**src/rtl/core/assert_macros.svh**
```systemverilog
// assertion macros shared by the parser rtl
// expects clk_i and rst_ni in the scope that uses them
`ifndef ASSERT_MACROS_SVH
`define ASSERT_MACROS_SVH

// property must hold at every clock edge out of reset
`define XCFP_ASSERT(lbl, prop) \
  lbl: assert property (@(posedge clk_i) disable iff (!rst_ni) prop) \
    else $error("xcfp assertion failed");

// condition must never be true out of reset
`define XCFP_NEVER(lbl, cond) \
  lbl: assert property (@(posedge clk_i) disable iff (!rst_ni) !(cond)) \
    else $error("xcfp forbidden condition seen");

`endif

```
**src/rtl/core/xcfp_pkg.sv**
```systemverilog
// types and constants of the xor checked frame parser
// no dependencies
package xcfp_pkg;

  localparam logic [15:0] FrameOverhead = 16'd6;
  localparam logic [15:0] MaxPayloadRst = 16'd65529;

  // status codes
  localparam logic [1:0] StOk     = 2'd0;
  localparam logic [1:0] StSum    = 2'd1;
  localparam logic [1:0] StType   = 2'd2;
  localparam logic [1:0] StLength = 2'd3;

  // configuration register indexes
  localparam logic [1:0] CfgStartTag   = 2'd0;
  localparam logic [1:0] CfgFrameType  = 2'd1;
  localparam logic [1:0] CfgMaxPayload = 2'd2;

  typedef struct packed {
    logic [7:0]  start_tag;
    logic [7:0]  frame_type;
    logic [15:0] max_payload;
  } cfg_t;

  typedef struct packed {
    logic        kind;
    logic [7:0]  out_byte;
    logic [1:0]  status;
    logic [15:0] payload_len;
    logic        last;
  } res_t;

endpackage

```
**src/rtl/core/xcfp_if.sv**
```systemverilog
// valid/ready channel interfaces of the parser: byte input and result output
// no dependencies
interface xcfp_in_if;
  logic       valid;
  logic       ready;
  logic [7:0] in_byte;

  modport source (output valid, output in_byte, input ready);
  modport sink (input valid, input in_byte, output ready);
endinterface

interface xcfp_out_if;
  logic        valid;
  logic        ready;
  logic        kind;
  logic [7:0]  out_byte;
  logic [1:0]  status;
  logic [15:0] payload_len;
  logic        last;

  modport source (output valid, output kind, output out_byte, output status,
                  output payload_len, output last, input ready);
  modport sink (input valid, input kind, input out_byte, input status,
                input payload_len, input last, output ready);
endinterface

```
**src/rtl/core/xcfp_core.sv**
```systemverilog
// frame state machine: phase, running xor, length and payload count
// depends on xcfp_pkg and assert_macros.svh
`include "assert_macros.svh"

module xcfp_core
  import xcfp_pkg::*;
(
  input  logic       clk_i,
  input  logic       rst_ni,
  input  logic       step_i,
  input  logic [7:0] byte_i,
  input  cfg_t       cfg_i,
  output logic       res_valid_o,
  output res_t       res_o
);

  typedef enum logic [2:0] {
    PhHunt, PhCheck, PhType, PhLenHi, PhLenLo, PhPayload, PhEnd
  } phase_e;

  phase_e      phase_q, phase_d;
  logic [7:0]  xor_q, xor_d;
  logic [7:0]  check_q, check_d;
  logic [15:0] len_q, len_d;
  logic [15:0] count_q, count_d;

  logic [15:0] len_full;
  logic [15:0] plen_full;
  logic [15:0] plen_cur;
  logic [15:0] count_inc;
  logic [7:0]  xor_fin;
  logic        res_valid;
  res_t        res;

  assign len_full  = {len_q[15:8], byte_i};
  assign plen_full = len_full - FrameOverhead;
  assign plen_cur  = len_q - FrameOverhead;
  assign count_inc = count_q + 16'd1;
  assign xor_fin   = xor_q ^ byte_i;

  always_comb begin
    phase_d   = phase_q;
    xor_d     = xor_q;
    check_d   = check_q;
    len_d     = len_q;
    count_d   = count_q;
    res_valid = 1'b0;
    res       = '0;
    case (phase_q)
      PhCheck: begin
        // checksum byte counts as zero in the xor
        check_d = byte_i;
        phase_d = PhType;
      end
      PhType: begin
        if (byte_i != cfg_i.frame_type) begin
          phase_d    = PhHunt;
          res_valid  = 1'b1;
          res.kind   = 1'b1;
          res.status = StType;
          res.last   = 1'b1;
        end else begin
          xor_d   = xor_fin;
          phase_d = PhLenHi;
        end
      end
      PhLenHi: begin
        xor_d   = xor_fin;
        len_d   = {byte_i, 8'd0};
        phase_d = PhLenLo;
      end
      PhLenLo: begin
        xor_d = xor_fin;
        len_d = len_full;
        if (len_full < FrameOverhead) begin
          phase_d    = PhHunt;
          res_valid  = 1'b1;
          res.kind   = 1'b1;
          res.status = StLength;
          res.last   = 1'b1;
        end else if (plen_full > cfg_i.max_payload) begin
          phase_d         = PhHunt;
          res_valid       = 1'b1;
          res.kind        = 1'b1;
          res.status      = StLength;
          res.payload_len = plen_full;
          res.last        = 1'b1;
        end else begin
          count_d = '0;
          phase_d = (plen_full == 16'd0) ? PhEnd : PhPayload;
        end
      end
      PhPayload: begin
        xor_d     = xor_fin;
        count_d   = count_inc;
        if (count_inc >= plen_cur) begin
          phase_d = PhEnd;
        end
        res_valid    = 1'b1;
        res.out_byte = byte_i;
      end
      PhEnd: begin
        // end byte value itself is not checked
        xor_d           = xor_fin;
        phase_d         = PhHunt;
        res_valid       = 1'b1;
        res.kind        = 1'b1;
        res.status      = (xor_fin == check_q) ? StOk : StSum;
        res.payload_len = plen_cur;
        res.last        = 1'b1;
      end
      default: begin
        if (byte_i == cfg_i.start_tag) begin
          xor_d   = byte_i;
          check_d = '0;
          len_d   = '0;
          count_d = '0;
          phase_d = PhCheck;
        end else begin
          phase_d = PhHunt;
        end
      end
    endcase
  end

  always_ff @(posedge clk_i or negedge rst_ni) begin
    if (!rst_ni) begin
      phase_q <= PhHunt;
      xor_q   <= '0;
      check_q <= '0;
      len_q   <= '0;
      count_q <= '0;
    end else if (step_i) begin
      phase_q <= phase_d;
      xor_q   <= xor_d;
      check_q <= check_d;
      len_q   <= len_d;
      count_q <= count_d;
    end
  end

  assign res_valid_o = step_i && res_valid;
  assign res_o       = res;

  `XCFP_ASSERT(a_last_returns_to_hunt, res_valid_o && res_o.last |=> phase_q == PhHunt)
  `XCFP_ASSERT(a_count_below_len, phase_q == PhPayload |-> count_q < plen_cur)
  `XCFP_NEVER(a_payload_without_length, phase_q == PhPayload && len_q <= FrameOverhead)

endmodule

```
**src/rtl/core/xor_checked_frame_parser.sv**
```systemverilog
// top level of the xor checked frame parser: input stage, config, result register
// depends on xcfp_pkg, xcfp_if, xcfp_core and assert_macros.svh
//
// channel  dir  payload                                   transfer
// in_i     in   in_byte                                   valid && ready
// out_o    out  kind, out_byte, status, payload_len, last  valid && ready
// cfg      in   cfg_idx_i, cfg_data_i                     cfg_we_i
//
// one byte per cycle sustained unless the output stalls; each byte waits in the input
// register and its result (if any) then sits in the output register
// an input transfer loads the input register; the output register loads when it steps
// the input stage advances when the output register is empty or being drained
// rst_ni clears phase, running xor, counts, valid flags, start_tag and frame_type
`include "assert_macros.svh"

module xor_checked_frame_parser
  import xcfp_pkg::*;
(
  input  logic        clk_i,
  input  logic        rst_ni,
  input  logic        cfg_we_i,
  input  logic [1:0]  cfg_idx_i,
  input  logic [15:0] cfg_data_i,
  xcfp_in_if.sink     in_i,
  xcfp_out_if.source  out_o
);

  cfg_t       cfg_q;
  logic       s1_valid_q;
  logic [7:0] s1_byte_q;
  logic       out_valid_q;
  res_t       out_q;

  logic       step;
  logic       res_valid;
  res_t       res;

  always_ff @(posedge clk_i or negedge rst_ni) begin
    if (!rst_ni) begin
      cfg_q.start_tag   <= '0;
      cfg_q.frame_type  <= '0;
      cfg_q.max_payload <= MaxPayloadRst;
    end else if (cfg_we_i) begin
      case (cfg_idx_i)
        CfgStartTag:   cfg_q.start_tag   <= cfg_data_i[7:0];
        CfgFrameType:  cfg_q.frame_type  <= cfg_data_i[7:0];
        CfgMaxPayload: cfg_q.max_payload <= cfg_data_i;
        default: ;
      endcase
    end
  end

  // byte in the input register is processed once the result slot is free
  assign step        = s1_valid_q && (!out_valid_q || out_o.ready);
  assign in_i.ready  = !s1_valid_q || step;

  always_ff @(posedge clk_i or negedge rst_ni) begin
    if (!rst_ni) begin
      s1_valid_q <= 1'b0;
    end else if (in_i.ready) begin
      s1_valid_q <= in_i.valid;
    end
  end

  always_ff @(posedge clk_i) begin
    if (in_i.valid && in_i.ready) begin
      s1_byte_q <= in_i.in_byte;
    end
  end

  xcfp_core u_core (
    .clk_i       (clk_i),
    .rst_ni      (rst_ni),
    .step_i      (step),
    .byte_i      (s1_byte_q),
    .cfg_i       (cfg_q),
    .res_valid_o (res_valid),
    .res_o       (res)
  );

  always_ff @(posedge clk_i or negedge rst_ni) begin
    if (!rst_ni) begin
      out_valid_q <= 1'b0;
    end else if (step) begin
      out_valid_q <= res_valid;
    end else if (out_o.ready) begin
      out_valid_q <= 1'b0;
    end
  end

  always_ff @(posedge clk_i) begin
    if (res_valid) begin
      out_q <= res;
    end
  end

  assign out_o.valid       = out_valid_q;
  assign out_o.kind        = out_q.kind;
  assign out_o.out_byte    = out_q.out_byte;
  assign out_o.status      = out_q.status;
  assign out_o.payload_len = out_q.payload_len;
  assign out_o.last        = out_q.last;

  `XCFP_NEVER(a_step_overwrites_result, res_valid && out_valid_q && !out_o.ready)
  `XCFP_ASSERT(a_payload_fields_clear, out_valid_q && !out_q.kind |-> !out_q.last && out_q.status == StOk)
  `XCFP_ASSERT(a_held_byte_blocks_input, s1_valid_q && !step |-> !in_i.ready)

endmodule
```
**src/flat_wrapper.sv**
```systemverilog
// flat-port wrapper written by rule: the top's interface ports become plain ports
module xor_checked_frame_parser_flat import xcfp_pkg::*;
  (clk_i, rst_ni, cfg_we_i, cfg_idx_i, cfg_data_i, in_i_valid, in_i_in_byte, in_i_ready, out_o_valid, out_o_kind, out_o_out_byte, out_o_status, out_o_payload_len, out_o_last, out_o_ready);
  xcfp_in_if in_i_i ();
  xcfp_out_if out_o_i ();
  input  logic clk_i;
  input  logic rst_ni;
  input  logic cfg_we_i;
  input  logic [1:0] cfg_idx_i;
  input  logic [15:0] cfg_data_i;
  input wire logic [$bits(in_i_i.valid)-1:0] in_i_valid;
  input wire logic [$bits(in_i_i.in_byte)-1:0] in_i_in_byte;
  output wire logic [$bits(in_i_i.ready)-1:0] in_i_ready;
  output wire logic [$bits(out_o_i.valid)-1:0] out_o_valid;
  output wire logic [$bits(out_o_i.kind)-1:0] out_o_kind;
  output wire logic [$bits(out_o_i.out_byte)-1:0] out_o_out_byte;
  output wire logic [$bits(out_o_i.status)-1:0] out_o_status;
  output wire logic [$bits(out_o_i.payload_len)-1:0] out_o_payload_len;
  output wire logic [$bits(out_o_i.last)-1:0] out_o_last;
  input wire logic [$bits(out_o_i.ready)-1:0] out_o_ready;
  assign in_i_i.valid = in_i_valid;
  assign in_i_i.in_byte = in_i_in_byte;
  assign in_i_ready = in_i_i.ready;
  assign out_o_valid = out_o_i.valid;
  assign out_o_kind = out_o_i.kind;
  assign out_o_out_byte = out_o_i.out_byte;
  assign out_o_status = out_o_i.status;
  assign out_o_payload_len = out_o_i.payload_len;
  assign out_o_last = out_o_i.last;
  assign out_o_i.ready = out_o_ready;
  xor_checked_frame_parser u_core (.clk_i(clk_i), .rst_ni(rst_ni), .cfg_we_i(cfg_we_i), .cfg_idx_i(cfg_idx_i), .cfg_data_i(cfg_data_i), .in_i(in_i_i), .out_o(out_o_i));
endmodule
```
**config.mk**
```make
export PLATFORM = sky130hd
export DESIGN_NAME = xor_checked_frame_parser_flat
export DESIGN_NICKNAME = d
export VERILOG_FILES = /design/src/rtl/core/xcfp_pkg.sv /design/src/rtl/core/xcfp_if.sv /design/src/rtl/core/xcfp_core.sv /design/src/rtl/core/xor_checked_frame_parser.sv /design/src/flat_wrapper.sv
export VERILOG_INCLUDE_DIRS = /design/src /design/src/rtl/core
export SDC_FILE = /design/constraint.sdc
export NUM_CORES = 1
export LEC_CHECK = 0
export ABC_CLOCK_PERIOD_IN_PS = 9150
export BUFFER_PORTS_ARGS = -buffer_cell sky130_fd_sc_hd__buf_2
export CORE_ASPECT_RATIO = 0.8
export CORE_MARGIN = 8
export CORE_UTILIZATION = 60
export CTS_CLUSTER_DIAMETER = 100
export DETAILED_ROUTE_END_ITERATION = 8
export PLACE_DENSITY_LB_ADDON = 0.15
export RECOVER_POWER = 50
export SLEW_MARGIN = 20
export SYNTH_ARGS = -nofsm -noshare
export SYNTH_HDL_FRONTEND = slang
export SYNTH_SLANG_ARGS = --single-unit
```
**constraint.sdc**
```tcl
create_clock -name clk_i -period 9.15 [get_ports clk_i]
set_clock_uncertainty 0.1 [all_clocks]
set_input_delay 1.3725 -clock clk_i [delete_from_list [all_inputs] [get_ports clk_i]]
set_output_delay 1.3725 -clock clk_i [all_outputs]
set_load 0.1 [all_outputs]
```
# ---- Word level (Yosys, flattened, before mapping)
# Index checks and enable logic that the tools add are counted.
dict set report op_classes {
  n_eq_ne 15
  n_reduce_logical 29
  magnitude_cmp 3
  n_bitwise 6
  add_sub_neg 3
  n_mux 33
}
# op n
set op_table {}
lappend op_table {{$pmux 16 s3} 2}
lappend op_table {{$mux 16} 4}
lappend op_table {{$pmux 16 s2} 1}
lappend op_table {{$sub 16x3->16 const B} 2}
lappend op_table {{$mux 8} 3}
lappend op_table {{$pmux 8 s3} 1}
lappend op_table {{$mux 19} 1}
lappend op_table {{$pmux 3 s6} 1}
lappend op_table {{$add 16x1->16 const B} 1}
lappend op_table {{$eq 8x8->1} 2}
lappend op_table {{$ge 16x16->1} 1}
lappend op_table {{$gt 16x16->1} 1}
lappend op_table {{$logic_not 16->1} 1}
lappend op_table {{$lt 16x3->1 const B} 1}
lappend op_table {{$pmux 8 s2} 1}
lappend op_table {{$reduce_or 4->1} 3}
lappend op_table {{$eq 3x3->1 const B} 3}
lappend op_table {{$mux 3} 3}
lappend op_table {{$pmux 1 s3} 3}
lappend op_table {{$reduce_bool 3->1} 3}
lappend op_table {{$mux 1} 8}
lappend op_table {{$mux 2} 4}
lappend op_table {{$ne 2x2->1 const B} 4}
lappend op_table {{$ne 8x8->1} 1}
lappend op_table {{18 further kinds} 34}
dict set report word_totals {
  word_cells 106
  regBits 121
  out_inout_bits 30
}

# ---- Logic depth before layout (Yosys ltp)
dict set report depth {
  ltp_word 7
  mapped_depth 15
  ltp_nobuf 13
}

# ---- Modules after synthesis
# Synthesis repeated with hierarchy kept, for this count alone.
dict set report unflattened {
  cells_unflattened 746
  area_unflattened_um2 7551.0
}
# mod cells_each instances area_per_inst_um2
set modules_own_cells {}
lappend modules_own_cells {xcfp_core 633 1 5139.9}
lappend modules_own_cells {xor_checked_frame_parser 113 1 2411.1}

# ---- Least setup slack after synthesis
# Ideal clock, no wire load.
dict set report synth_path {
  kind {register -> register}
  startpoint {register u_core.s1_byte_q[1]}
  endpoint {register u_core.out_q, in the netlist u_core.out_o.last, enable pin}
  arrival_ns 3.914
  setup_time_ns 0.371
  stages_incl_launch_ff 13
  setup_slack_ns 4.765
  n_path_buf 0
  cell_sequence {edfxtp_1 > ha_1 > or4_4 > nor4b_4 > nand2_1 > xnor2_1 > ha_1 > nand4_1 > nor3_1 > or4_1 > a211oi_1 > o21ai_2 > o311a_1}
}
dict set report synth_between {
  elab_chain_len 6
  elab_cells_between_ends 9
  cone_classes {add/sub: 1; order compare: 2; eq/ne: 1; mux: 4; reduce/logical: 1}
}
# element line
set synth_rtl {}
lappend synth_rtl {{start: declaration} xor_checked_frame_parser.sv:30} ;# logic [7:0] s1_byte_q;
lappend synth_rtl {{start signal: assignment} xor_checked_frame_parser.sv:67} ;# s1_byte_q <= in_i.in_byte;
lappend synth_rtl {{$sub 16x3->16} xcfp_core.sv:36} ;# assign plen_full = len_full - FrameOverhead;
lappend synth_rtl {{$gt 16x16->1} xcfp_core.sv:81} ;# end else if (plen_full > cfg_i.max_payload) begin
lappend synth_rtl {{$mux 1} xcfp_core.sv:81}
lappend synth_rtl {{$mux 1} xcfp_core.sv:75} ;# if (len_full < FrameOverhead) begin
lappend synth_rtl {{$pmux 1 s3 (*)} xcfp_core.sv:49} ;# case (phase_q)
lappend synth_rtl {{$logic_and 1x1->1 (*)} xcfp_core.sv:142} ;# assign res_valid_o = step_i && res_valid;
lappend synth_rtl {{net u_core.res_valid} xor_checked_frame_parser.sv:35} ;# logic res_valid;
lappend synth_rtl {{end signal: assignment} xor_checked_frame_parser.sv:93} ;# out_q <= res;
lappend synth_rtl {{end: declaration} xor_checked_frame_parser.sv:32} ;# res_t out_q;
# Mark *: on every way through the listed nets, which the timed path passes. The rest lies on a longest branch.
# A chain may end at the register's enable or synchronous reset.

# ---- Worst setup path after layout
dict set report layout_path {
  startpoint {register u_core.s1_byte_q[2]}
  endpoint {register u_core.out_q, in the netlist u_core.out_o.payload_len[13], enable pin}
}
# The elaborated chain is that of the path after synthesis.

==> flow_summary.ini <==
[run_status]
run_status = complete, but fails checks
violations = capacitance limit, slew limit

[synth]
synth_cell_type_count = 68
ys_warn_count = 0
ys_ff_latch = 120
synth_nets = 731
ys_async_sr_fraction_pct = 70.8
synth.cell_area_sq_mm = 0.00707
ys.flop_type = dfrtp_1
ys_seq_area_share_pct = 45.2
syn_inst = 665
syn_area_per_cell_sq_um = 10.6
synth_edf_count = 35

[power]
p_comb_share_pct = 43.5
ir_worst_vdd_uv = 305
p_int_w = 0.00159
p_sw_w = 0.00132
p_leak_nw = 3.50
powerDensity_mw_per_mm2 = 363
swShare_pct = 45.4
pwr-share-seq_pct = 31.5
power_frac_clock_pct = 24.9

[final_layout]
drive_above_1_share_pct = 21.4
instances_no_fill = 866
most-common-layout-cells = dfrtp_1, buf_2, nand2_1
antennaDiodeCount = 0
final_common_cell = dfrtp_1
area_growth_pct = 13.4
nNetsFinal = 771

[routing]
num_vias = 5482
drt_wl_total_microns = 17600
viasPerCell = 6.33
wl_per_cell_microns = 20.4
drc = 0
drtIter0Drc = 534
drtPass1Iterations = 6
ant_nets = 0

[setup_path]
critPathMaxStageDelay_ns = 0.68
cp_slowest_cell = o311a_2
crit_fanout = 27
path_buf_inv = 0
cp_cell_sequence = ha_1, or4_4, nor4b_4, nand2_1, xnor2_1, ha_1, nand4_1, nor3_1, or4_1, a211oi_1, o21ai_2, o311a_2
r2r_setup_slack_ns = 3.86
crit_path_end_kind = flip-flop
critPathMostFrequentCell = ha_1
path_class = flip-flop to flip-flop
cp.required_ns = 9.12
arrival_ns = 5.26
critPathTopFamily = simple AND/OR/NAND/NOR gates
start_kind = flip-flop

[timing]
maxSlewViolCount = 86
min_period_ns = 5.29
tightest_slew_ns = 4.55
final.period_utilization_pct = 57.8
finalSetupViolations = 0
setup_tns_ns = 0
slew_headroom_pct = -203
hold_viol_final = 0
layout_setup_ws_ns = 3.86
max_freq_mhz = 189
rsz0062_at_grt = false

[place]
dp_hpwl_microns = 12600
place.gp.congestion = 0.924
io_buffer_count = 60
dpl.cell_count = 834
pre_cts_ws_ns = 3.99

[global_routing]
grt_max_degree = 86
grt_pass1_wl_microns = 28300
grt_pass1_vias = 5343
grt_util_all_layers_pct = 23.4
grt-ovfl-total = 0
grt_antenna_before_repair = 0

[clocking]
ctsLongestPathBuffers = 2
cts_root_buffer = clkbuf_16
cts_tree = yes
h-tree-depth = 4
post_cts_buffers = 0
cts_hold_buf = 0
worstSkewPairLatency_ns = 0.41
cts_sinks = 120
clkTransAtPathRegs_ns = 0.06
cts-resized-gates = 0
cts_buffers = 17

[die]
start_util_pct = 61.4
die_area_sq_mm = 0.0155
coreArea_sq_mm = 0.0115
io_pins = 61
std_cell_rows = 35
die-width_microns = 137
die_height_microns = 113

[job]
drv_cap = 1

[worst_hold_path]
min_path_type = flip-flop to flip-flop
==> power by group through the flow <==
stage	logic, W	registers, W	clock network (W)
5_1_grt	0.00136	0.000934	0.000756
6_report	0.00127	0.000918	0.000726
2_1_floorplan	0.000727	0.00120	0
3_5_place_dp	0.00125	0.000918	0
3_3_place_gp	0.00122	0.000912	0
4_1_cts	0.00126	0.000912	0.000734
==> metrics by stage <==
step	total power (W)	cell area [sq um]	hold WS (ns)	utilization [%]
floorplan	0.00192	7070	0.379	-
global placement	0.00213	7370	0.391	64.0
detailed placement	0.00216	7370	0.401	64.0
CTS	0.00290	8010	0.415	69.6
global route	0.00305	8020	0.427	69.6
finish	0.00291	8020	0.411	69.6
==> layout make-up <==
| type | instances | area, sq um |
|---|---|---|
| multi-input combinational | 470 | 3560 |
| fill | 884 | 3500 |
| sequential | 120 | 3200 |
| clock buffer | 18 | 450 |
| timing repair buffer | 61 | 300 |
| clock inverter | 14 | 191 |
| tap | 148 | 185 |
| inverter | 35 | 131 |
==> path summary, 6_finish.rpt <==
| check | from | endpoint | cells after the start |
|---|---|---|---|
| setup / recovery | u_core.s1_byte_q[2] | u_core.out_o.payload_len[13] | 12 |
| hold / removal | u_core.cfg_q[2] | u_core.cfg_q[2] | 1 |
| setup reg to reg | u_core.s1_byte_q[2] | u_core.out_o.payload_len[13] | 12 |
| hold reg to reg | u_core.cfg_q[2] | u_core.cfg_q[2] | 1 |
| max in group asynchronous | rst_ni | u_core.u_core.count_q[14] | 1 |
| min in group asynchronous | rst_ni | u_core.cfg_q[16] | 1 |
==> layer usage <==
metal	track usage, %	share of wire (%)
met2	36.0	47
met5	0	0
met1	31.8	43
met4	9.39	2.0
met3	4.83	8.0
==> cells by family (layout without fill, tap and decap cells) <==
family	Yosys count	after routing	share of synthesized area (%)
buf+inv	75	128	4.59
xor+xnor	71	71	8.80
mux	46	46	7.08
simple gates	171	171	12.9
compound gates	147	147	15.2
fa+ha+maj	35	35	6.20
flops	120	120	45.2
==> cell usage after synthesis (all sizes together), types with 5 or more instances <==
cell type	instances	area [sq um]
a21boi	7	52.6
a21o	5	37.5
a21oi	27	135
a22o	26	228
a31oi	7	43.8
and3	12	75.1
buf	12	87.6
clkbuf	28	105
dfrtp	71	1780
dfstp	14	368
edfxtp	35	1050
ha	35	438
inv	35	131
mux2	32	360
mux2i	14	140
nand2	46	173
nand3	15	80.1
nand4	10	62.6
nor2	32	120
nor3	15	75.1
nor4	12	75.1
o21ai	27	139
o22ai	5	31.3
o2bb2ai	9	78.8
or3	7	48.8
xnor2	31	272
xor2	40	350
==> worst register-to-register path: cells and delay by family, from the launching register on <==
family          cells  cell delay, ns
simple gates        6            1.77
compound gates      3            1.55
fa+ha+maj           2            0.65
flops               1            0.62
xor+xnor            1            0.24
==> state kept, by name, indices dropped and copies added (netlist names) <==
name	count
u_core.cfg_q	32
u_core.out_o.payload_len	16
u_core.u_core.count_q	16
u_core.u_core.len_q	16
u_core.out_o.out_byte	8
u_core.s1_byte_q	8
u_core.u_core.check_q	8
u_core.u_core.xor_q	8
u_core.u_core.phase_q	3
u_core.out_o.status	2
u_core.out_o.last	1
u_core.out_o.valid	1
u_core.s1_valid_q	1
Note: power is estimated with default switching activity, not from simulation.
